**config.mk**
```make
export PLATFORM = sky130hd
export DESIGN_NAME = tour_length_evaluator_flat
export DESIGN_NICKNAME = d
export VERILOG_FILES = /design/src/hw/rtl/tle_pkg.sv /design/src/hw/rtl/tle_req_if.sv /design/src/hw/rtl/tle_rsp_if.sv /design/src/hw/rtl/tle_isqrt.sv /design/src/hw/rtl/tour_length_evaluator.sv /design/src/flat_wrapper.sv
export SDC_FILE = /design/constraint.sdc
export NUM_CORES = 1
export LEC_CHECK = 0
export BUFFER_PORTS_ARGS = -buffer_cell sky130_fd_sc_hd__buf_2
export CAP_MARGIN = 10
export CORE_ASPECT_RATIO = 1.5
export CORE_UTILIZATION = 64
export DETAILED_ROUTE_END_ITERATION = 6
export GPL_TIMING_DRIVEN = 0
export PLACE_DENSITY = 0.82
export SETUP_SLACK_MARGIN = 0.2
export SYNTH_ARGS = -nofsm -noshare
export SYNTH_HDL_FRONTEND = slang
export SYNTH_SLANG_ARGS = --single-unit
```
**constraint.sdc**
```tcl
create_clock -name clock -period 10 [get_ports clock]
set_input_delay 0.5 -clock clock [delete_from_list [all_inputs] [get_ports clock]]
set_output_delay 0.5 -clock clock [all_outputs]
set_load 0.01 [all_outputs]
```
**src/hw/rtl/tle_pkg.sv**
```systemverilog
package tle_pkg;

   // coordinate and arithmetic widths
   localparam int COORD_BITS = 16;
   localparam int DIFF_BITS  = COORD_BITS + 1;
   localparam int SQ_BITS    = 2 * DIFF_BITS;
   localparam int ROOT_BITS  = SQ_BITS / 2;

   // result widths
   localparam int COST_BITS  = 27;
   localparam int EDGE_BITS  = 11;

   // edge counter limit
   localparam int MAX_POINTS = 1024;
   localparam int EDGE_LIMIT = (MAX_POINTS < 2047) ? MAX_POINTS : 2047;

endpackage

```
**src/hw/rtl/tle_req_if.sv**
```systemverilog
interface tle_req_if;
   logic                                   valid;
   logic                                   ready;
   logic signed [tle_pkg::COORD_BITS-1:0]  point_x;
   logic signed [tle_pkg::COORD_BITS-1:0]  point_y;
   logic                                   last_point;

   modport source (output valid, point_x, point_y, last_point, input ready);
   modport sink (input valid, point_x, point_y, last_point, output ready);
endinterface

```
**src/hw/rtl/tle_rsp_if.sv**
```systemverilog
interface tle_rsp_if;
   logic                            valid;
   logic                            ready;
   logic [tle_pkg::COST_BITS-1:0]   tour_cost;
   logic [tle_pkg::EDGE_BITS-1:0]   edge_count;

   modport source (output valid, tour_cost, edge_count, input ready);
   modport sink (input valid, tour_cost, edge_count, output ready);
endinterface

```
**src/hw/rtl/tle_isqrt.sv**
```systemverilog
module tle_isqrt (
   input  logic                           clock,
   input  logic                           reset,
   input  logic                           start,
   input  logic [tle_pkg::SQ_BITS-1:0]    radicand,
   output logic                           done,
   output logic [tle_pkg::ROOT_BITS-1:0]  root
);

   localparam int REM_BITS = tle_pkg::ROOT_BITS + 3;
   localparam int CNT_BITS = $clog2(tle_pkg::ROOT_BITS);

   logic [tle_pkg::SQ_BITS-1:0]    rad_ff, rad_in;
   logic [REM_BITS-1:0]            rem_ff, rem_in;
   logic [tle_pkg::ROOT_BITS-1:0]  root_ff, root_in;
   logic [CNT_BITS-1:0]            count_ff, count_in;
   logic                           busy_ff, busy_in;
   logic                           done_ff, done_in;

   logic [REM_BITS-1:0]            shifted;
   logic [REM_BITS:0]              trial;

   // one root bit per step: bring down the next bit pair and try a subtract
   always_comb begin
      shifted = {rem_ff[REM_BITS-3:0], rad_ff[tle_pkg::SQ_BITS-1 -: 2]};
      trial   = {1'b0, shifted} - {2'b00, root_ff, 2'b01};
   end

   always_comb begin
      rad_in   = rad_ff;
      rem_in   = rem_ff;
      root_in  = root_ff;
      count_in = count_ff;
      busy_in  = busy_ff;
      done_in  = 1'b0;
      if (start) begin
         rad_in   = radicand;
         rem_in   = '0;
         root_in  = '0;
         count_in = '0;
         busy_in  = 1'b1;
      end else if (busy_ff) begin
         rad_in   = {rad_ff[tle_pkg::SQ_BITS-3:0], 2'b00};
         count_in = count_ff + CNT_BITS'(1);
         if (!trial[REM_BITS]) begin
            rem_in  = trial[REM_BITS-1:0];
            root_in = {root_ff[tle_pkg::ROOT_BITS-2:0], 1'b1};
         end else begin
            rem_in  = shifted;
            root_in = {root_ff[tle_pkg::ROOT_BITS-2:0], 1'b0};
         end
         if (count_ff == CNT_BITS'(tle_pkg::ROOT_BITS - 1)) begin
            busy_in = 1'b0;
            done_in = 1'b1;
         end
      end
   end

   always_ff @(posedge clock) begin
      if (reset) begin
         busy_ff  <= 1'b0;
         done_ff  <= 1'b0;
         count_ff <= '0;
      end else begin
         busy_ff  <= busy_in;
         done_ff  <= done_in;
         count_ff <= count_in;
      end
      rad_ff  <= rad_in;
      rem_ff  <= rem_in;
      root_ff <= root_in;
   end

   assign done = done_ff;
   assign root = root_ff;

endmodule

```
**src/hw/rtl/tour_length_evaluator.sv**
```systemverilog
// Euclidean tour length, fixed point.
// req_chan carries the points of a closed tour in visiting order, one per
// transaction; the closing copy of the first point comes last with
// last_point set. rsp_chan carries one transaction per tour: tour_cost, the
// saturating sum of floor edge lengths, and edge_count, the edges summed (held at 1024).
// The first point of a tour only loads the previous-point register. Every
// later point takes the differences on acceptance, squares them in turn on
// the shared 17x17 squarer (SQUARE_X, SQUARE_Y), launches the root in
// START_ROOT, waits in WAIT_ROOT through the 17 steps of the bit-pair
// square root unit and accumulates in ACCUM. The root unit sets the rate.
// req_chan.ready is high only while idle.
// The result sits in an output register, so points of the next tour are
// taken while it waits; only a second finished tour waits for rsp_chan.ready.
// Reset clears the running sum, edge counter, previous-point flag and the
// pending result; a marked point with no previous point reports zero.
module tour_length_evaluator (
   input  logic     clock,
   input  logic     reset,
   tle_req_if.sink  req_chan,
   tle_rsp_if.source rsp_chan
);

   typedef enum logic [2:0] {
      IDLE,
      SQUARE_X,
      SQUARE_Y,
      START_ROOT,
      WAIT_ROOT,
      ACCUM,
      FINISH
   } state_type;

   localparam int DB = tle_pkg::DIFF_BITS;

   state_type                        state_ff, state_in;
   logic signed [tle_pkg::COORD_BITS-1:0] prev_x_ff, prev_x_in;
   logic signed [tle_pkg::COORD_BITS-1:0] prev_y_ff, prev_y_in;
   logic                             have_prev_ff, have_prev_in;
   logic                             last_ff, last_in;
   logic [DB-1:0]                    dx_ff, dx_in;
   logic [DB-1:0]                    dy_ff, dy_in;
   logic [tle_pkg::SQ_BITS-1:0]      sumsq_ff, sumsq_in;
   logic [tle_pkg::COST_BITS-1:0]    cost_ff, cost_in;
   logic [tle_pkg::EDGE_BITS-1:0]    edges_ff, edges_in;
   logic                             rsp_valid_ff, rsp_valid_in;
   logic [tle_pkg::COST_BITS-1:0]    rsp_cost_ff, rsp_cost_in;
   logic [tle_pkg::EDGE_BITS-1:0]    rsp_edges_ff, rsp_edges_in;

   logic                             accept;
   logic signed [DB:0]               diff_x, diff_y;
   logic [DB-1:0]                    sq_op;
   logic [tle_pkg::SQ_BITS-1:0]      prod;
   logic                             root_start;
   logic                             root_done;
   logic [tle_pkg::ROOT_BITS-1:0]    root;
   logic [tle_pkg::COST_BITS:0]      cost_sum;

   assign accept = req_chan.valid && (state_ff == IDLE);

   // signed differences to the previous point
   always_comb begin
      diff_x = (DB+1)'(req_chan.point_x) - (DB+1)'(prev_x_ff);
      diff_y = (DB+1)'(req_chan.point_y) - (DB+1)'(prev_y_ff);
   end

   // shared squarer
   assign sq_op = (state_ff == SQUARE_X) ? dx_ff : dy_ff;
   assign prod  = sq_op * sq_op;

   assign root_start = (state_ff == START_ROOT);

   tle_isqrt u_isqrt (
      .clock    (clock),
      .reset    (reset),
      .start    (root_start),
      .radicand (sumsq_ff),
      .done     (root_done),
      .root     (root)
   );

   // running sum with headroom for saturation
   assign cost_sum = {1'b0, cost_ff} + (tle_pkg::COST_BITS+1)'(root);

   // sequencer
   always_comb begin
      state_in     = state_ff;
      prev_x_in    = prev_x_ff;
      prev_y_in    = prev_y_ff;
      have_prev_in = have_prev_ff;
      last_in      = last_ff;
      dx_in        = dx_ff;
      dy_in        = dy_ff;
      sumsq_in     = sumsq_ff;
      cost_in      = cost_ff;
      edges_in     = edges_ff;
      rsp_valid_in = rsp_valid_ff;
      rsp_cost_in  = rsp_cost_ff;
      rsp_edges_in = rsp_edges_ff;

      // result register drains independently
      if (rsp_valid_ff && rsp_chan.ready) begin
         rsp_valid_in = 1'b0;
      end

      case (state_ff)
         IDLE: begin
            if (accept) begin
               prev_x_in    = req_chan.point_x;
               prev_y_in    = req_chan.point_y;
               have_prev_in = 1'b1;
               last_in      = req_chan.last_point;
               dx_in = diff_x[DB] ? DB'(-diff_x) : diff_x[DB-1:0];
               dy_in = diff_y[DB] ? DB'(-diff_y) : diff_y[DB-1:0];
               if (have_prev_ff) begin
                  state_in = SQUARE_X;
               end else if (req_chan.last_point) begin
                  state_in = FINISH;
               end
            end
         end
         SQUARE_X: begin
            sumsq_in = prod;
            state_in = SQUARE_Y;
         end
         SQUARE_Y: begin
            sumsq_in = sumsq_ff + prod;
            state_in = START_ROOT;
         end
         START_ROOT: begin
            state_in = WAIT_ROOT;
         end
         WAIT_ROOT: begin
            if (root_done) begin
               state_in = ACCUM;
            end
         end
         ACCUM: begin
            cost_in = cost_sum[tle_pkg::COST_BITS] ? '1
                                                   : cost_sum[tle_pkg::COST_BITS-1:0];
            if (edges_ff < tle_pkg::EDGE_BITS'(tle_pkg::EDGE_LIMIT)) begin
               edges_in = edges_ff + tle_pkg::EDGE_BITS'(1);
            end
            state_in = last_ff ? FINISH : IDLE;
         end
         FINISH: begin
            // hand the total to the output register and start a new tour
            if (!rsp_valid_ff || rsp_chan.ready) begin
               rsp_valid_in = 1'b1;
               rsp_cost_in  = cost_ff;
               rsp_edges_in = edges_ff;
               cost_in      = '0;
               edges_in     = '0;
               have_prev_in = 1'b0;
               prev_x_in    = '0;
               prev_y_in    = '0;
               state_in     = IDLE;
            end
         end
         default: begin
            state_in = IDLE;
         end
      endcase
   end

   always_ff @(posedge clock) begin
      if (reset) begin
         state_ff     <= IDLE;
         have_prev_ff <= 1'b0;
         prev_x_ff    <= '0;
         prev_y_ff    <= '0;
         cost_ff      <= '0;
         edges_ff     <= '0;
         rsp_valid_ff <= 1'b0;
      end else begin
         state_ff     <= state_in;
         have_prev_ff <= have_prev_in;
         prev_x_ff    <= prev_x_in;
         prev_y_ff    <= prev_y_in;
         cost_ff      <= cost_in;
         edges_ff     <= edges_in;
         rsp_valid_ff <= rsp_valid_in;
      end
      last_ff      <= last_in;
      dx_ff        <= dx_in;
      dy_ff        <= dy_in;
      sumsq_ff     <= sumsq_in;
      rsp_cost_ff  <= rsp_cost_in;
      rsp_edges_ff <= rsp_edges_in;
   end

   assign req_chan.ready      = (state_ff == IDLE);
   assign rsp_chan.valid      = rsp_valid_ff;
   assign rsp_chan.tour_cost  = rsp_cost_ff;
   assign rsp_chan.edge_count = rsp_edges_ff;

endmodule
```
**src/flat_wrapper.sv**
```systemverilog
// flat-port wrapper written by rule: the top's interface ports become plain ports
module tour_length_evaluator_flat 
  (clock, reset, req_chan_valid, req_chan_point_x, req_chan_point_y, req_chan_last_point, req_chan_ready, rsp_chan_valid, rsp_chan_tour_cost, rsp_chan_edge_count, rsp_chan_ready);
  tle_req_if req_chan_i ();
  tle_rsp_if rsp_chan_i ();
  input  logic clock;
  input  logic reset;
  input wire logic [$bits(req_chan_i.valid)-1:0] req_chan_valid;
  input wire logic [$bits(req_chan_i.point_x)-1:0] req_chan_point_x;
  input wire logic [$bits(req_chan_i.point_y)-1:0] req_chan_point_y;
  input wire logic [$bits(req_chan_i.last_point)-1:0] req_chan_last_point;
  output wire logic [$bits(req_chan_i.ready)-1:0] req_chan_ready;
  output wire logic [$bits(rsp_chan_i.valid)-1:0] rsp_chan_valid;
  output wire logic [$bits(rsp_chan_i.tour_cost)-1:0] rsp_chan_tour_cost;
  output wire logic [$bits(rsp_chan_i.edge_count)-1:0] rsp_chan_edge_count;
  input wire logic [$bits(rsp_chan_i.ready)-1:0] rsp_chan_ready;
  assign req_chan_i.valid = req_chan_valid;
  assign req_chan_i.point_x = req_chan_point_x;
  assign req_chan_i.point_y = req_chan_point_y;
  assign req_chan_i.last_point = req_chan_last_point;
  assign req_chan_ready = req_chan_i.ready;
  assign rsp_chan_valid = rsp_chan_i.valid;
  assign rsp_chan_tour_cost = rsp_chan_i.tour_cost;
  assign rsp_chan_edge_count = rsp_chan_i.edge_count;
  assign rsp_chan_i.ready = rsp_chan_ready;
  tour_length_evaluator u_core (.clock(clock), .reset(reset), .req_chan(req_chan_i), .rsp_chan(rsp_chan_i));
endmodule
```
==> results.rst <==
.. list-table::
   :header-rows: 1

   * - Metric
     - Value
   * - Final hold violations
     - 0
   * - Async set or reset register ratio after synthesis
     - 0%
   * - Largest stage delay on the critical path
     - 590 ps
   * - Cell count after placement
     - 3,091
   * - Final routed wire length divided by cell count
     - 17.7 um
   * - Max Slew Vio Count
     - 0
   * - Most common cell on crit path
     - sky130_fd_sc_hd__fa_1
   * - Reg-to-reg critical path startpoint
     - u_core.state_ff[1]
   * - Warning count from the yosys run
     - 0
   * - Global routing usage summed across all routing layers
     - a little under a third
   * - Maximum number of pins on one net before global-route repair
     - 37
   * - Num Clock Sinks
     - 258
   * - Number of detailed-routing iterations run before antenna repair
     - 5
   * - DP HPWL
     - 44.1 mm
   * - Most common cell in the netlist
     - sky130_fd_sc_hd__inv_1
   * - Slowest stage cell, crit path
     - sky130_fd_sc_hd__mux2i_1
   * - Number of top-level design ports
     - between 70 and 80
   * - Total buffers and inverters traversed by the critical path
     - 6
   * - Synth Area per Inst
     - between 9 and 10 um^2
   * - Synthesized net count
     - roughly 3,000
   * - Beginning of the worst hold path
     - req_chan_last_point
   * - Setup crit start kind
     - register
   * - Synth area leader
     - sky130_fd_sc_hd__edfxtp_1
   * - Final instance area
     - about 25,000 um^2
   * - Final Non-Filler Cells
     - between 3,000 and 4,000
   * - Die area
     - between 30,000 and 40,000 um^2
   * - Layout cell share with drive strength beyond 1
     - roughly 8%
   * - Max-slew headroom
     - between 50 and 60%
   * - Status
     - completed
   * - CP arrival
     - roughly 9800 ps
   * - Routed vias
     - ~19,000
   * - Transition time of the tightest slew-check pin
     - around 750 ps
   * - Type of the worst setup path
     - register to register
   * - Die boundary width
     - about 160 um
   * - Post-route clock skew
     - ~13 ps
   * - Startpoint of the worst setup timing path
     - u_core.state_ff[1]
   * - Synthesized instance count
     - ~2,500
   * - Clock slew seen by the registers of the worst setup and hold paths
     - around 70 ps
   * - Dominant cells by area after synthesis
     - sky130_fd_sc_hd__edfxtp_1, sky130_fd_sc_hd__fa_1, sky130_fd_sc_hd__ha_1
   * - Routed vias/inst
     - between 5 and 6
   * - Initial antenna violation count
     - 0
   * - Number of CTS-inserted buffers
     - 27
   * - ANT nets after route
     - 0
   * - Final min period
     - 9460 ps
   * - Yosys top cell area share
     - a little under a fifth
   * - Number of distinct library cells after synthesis
     - 72
   * - Number of flops mapped to enable cells by yosys
     - roughly 140
   * - Max Clk Rate
     - around 0.11 GHz
   * - Number of synthesized register bits
     - between 200 and 300
   * - Final period util
     - a little over nine tenths
   * - Count of routing violations after the opening detailed-route iteration
     - between 1,000 and 1,500
   * - Critical path data required time
     - between 10,000 and 15,000 ps
   * - Worst skew pair latency
     - 570 ps
   * - Hold slack final
     - ~120 ps
   * - Net count reported at finish
     - 3,090
   * - Remaining global-route overflow
     - 0
   * - # Max-Cap Violations
     - 0
   * - H-Tree Depth
     - 1
   * - Setup repair after global routing missed its margin
     - true
   * - Core area
     - between 30,000 and 40,000 um^2
   * - Primary FF master, synth
     - sky130_fd_sc_hd__edfxtp_1
   * - Syn Std Cell Area
     - 23,200 um^2
   * - Wire length of the first global-routing pass
     - 90.8 mm
   * - Peak fanout along the critical path
     - 10
   * - Number of global-route vias before repair
     - about 19,000
   * - Post-layout worst setup margin
     - 538 ps
   * - Initial standard-cell utilization of the core
     - about two thirds
   * - CP top delay family
     - adder cells
   * - Count of endpoints failing setup in the final report
     - 0
   * - Class of the tightest hold or removal check
     - primary input to register
   * - Cell at the root of the clock tree
     - sky130_fd_sc_hd__clkbuf_16
   * - Buffer depth of the longest clock path
     - 3
   * - TritonCTS clock tree
     - done
   * - Row cnt
     - 85
   * - Growth of design area from synthesis to finish
     - 9.51%
   * - Dpl cell area
     - 24,200 um^2
   * - Die boundary height
     - roughly 230 um
   * - Sequential fraction of the synthesis area
     - between 20% and 30%
   * - Final routed DRC violation total
     - 0
   * - Detailed Route WL
     - 55.9 mm
   * - Capturing element type of the critical path
     - register
   * - I/O Buffers
     - 75
   * - Most numerous cell types in the synthesized netlist
     - sky130_fd_sc_hd__inv_1, sky130_fd_sc_hd__nand2_1, sky130_fd_sc_hd__nor2_1
   * - Antenna Diode Count
     - 0
   * - Final weighted congestion in routability-driven placement
     - 0.964
   * - Pre-CTS worst setup slack
     - -621 ps
-- registers in the layout, summed over array words and instances, names as in the netlist --
signal,flops
u_core.prev_y_ff,16
u_core.u_isqrt.rem_ff,18
u_core.sumsq_ff,34
u_core.u_isqrt.root,17
u_core.dx_ff,17
u_core.edges_ff,11
u_core.prev_x_ff,16
u_core.u_isqrt.done,1
u_core.cost_ff,27
u_core.rsp_chan.valid,1
u_core.u_isqrt.count_ff,5
u_core.have_prev_ff,1
u_core.rsp_chan.edge_count,11
u_core.rsp_chan.tour_cost,27
u_core.state_ff,3
u_core.dy_ff,17
u_core.u_isqrt.rad_ff,34
u_core.last_ff,1
u_core.u_isqrt.busy_ff,1
-- routing by layer --
metal	up-vias	track usage, %	routed length [um]
met5	-	0	0
met2	575	58.2	30100
li1	8741	-	-
met1	8969	32.3	20000
met3	227	3.36	2150
met4	0	18.5	3590
-- area by class of cell --
| class | instances | area, um^2 |
|---|---|---|
| Clock buffer | 29 | 704 |
| Clock inverter | 21 | 211 |
| Tap cell | 478 | 598 |
| Multi-Input combinational cell | 1809 | 14900 |
| Sequential cell | 258 | 6580 |
| Inverter | 389 | 1480 |
| Fill cell | 2690 | 10400 |
| Timing Repair Buffer | 84 | 508 |
| Buffer | 79 | 330 |
-- timing repair --
action / 4_1_cts / 5_1_grt
setup buffers: 0 / 5
gates cloned: 0 / 0
resized for setup: 21 / 40
setup endpoints to repair: 13 / 9
hold buffers: 0 / 0
endpoints found under the hold margin: 0 / 0
pin swaps: 0 / 1
-- cells in the final DEF, fill, tap and decap left out, types with 47 or more instances in the layout --
cell / instances
sky130_fd_sc_hd__inv_1: 380
sky130_fd_sc_hd__nand2_1: 257
sky130_fd_sc_hd__nor2_1: 219
sky130_fd_sc_hd__ha_1: 210
sky130_fd_sc_hd__fa_1: 195
sky130_fd_sc_hd__edfxtp_1: 141
sky130_fd_sc_hd__a21oi_1: 139
sky130_fd_sc_hd__dfxtp_1: 117
sky130_fd_sc_hd__o21ai_0: 101
sky130_fd_sc_hd__xnor2_1: 99
sky130_fd_sc_hd__buf_2: 79
sky130_fd_sc_hd__a21o_1: 69
sky130_fd_sc_hd__xor2_1: 62
sky130_fd_sc_hd__clkbuf_1: 61
sky130_fd_sc_hd__nor3_1: 47
-- final timing paths --
path                                                      to  slack [ps]  cells past startpoint
worst min-delay path                          u_core.last_ff         120                      1
worst min register to register  u_core.rsp_chan.tour_cost[6]         470                      0
worst max register to register           u_core.sumsq_ff[32]         540                     32
worst max-delay path                     u_core.sumsq_ff[32]         540                     32
-- through the flow --
step	setup TNS [ps]	util [%]
6_report	0	70.9
3_3_place_gp	-2580	67.5
2_1_floorplan	0	-
5_1_grt	0	70.9
3_5_place_dp	-3700	67.7
4_1_cts	0	70.5
-- kinds of logic after synthesis --
kind of cell	after synthesis	share of synthesized area, %
xor gates and xnor gates	161	6.09
and+or+nand+nor	688	13.3
muxes	59	2.64
AOI/OAI and AO/OA	496	13.8
DFF	258	28.4
adders and majority gates	405	28.2
buffers and inverters	468	7.60
Power is left out: the tool's default activity adds up to more than one toggle a clock period on the data nets, which glitch-free logic cannot reach.
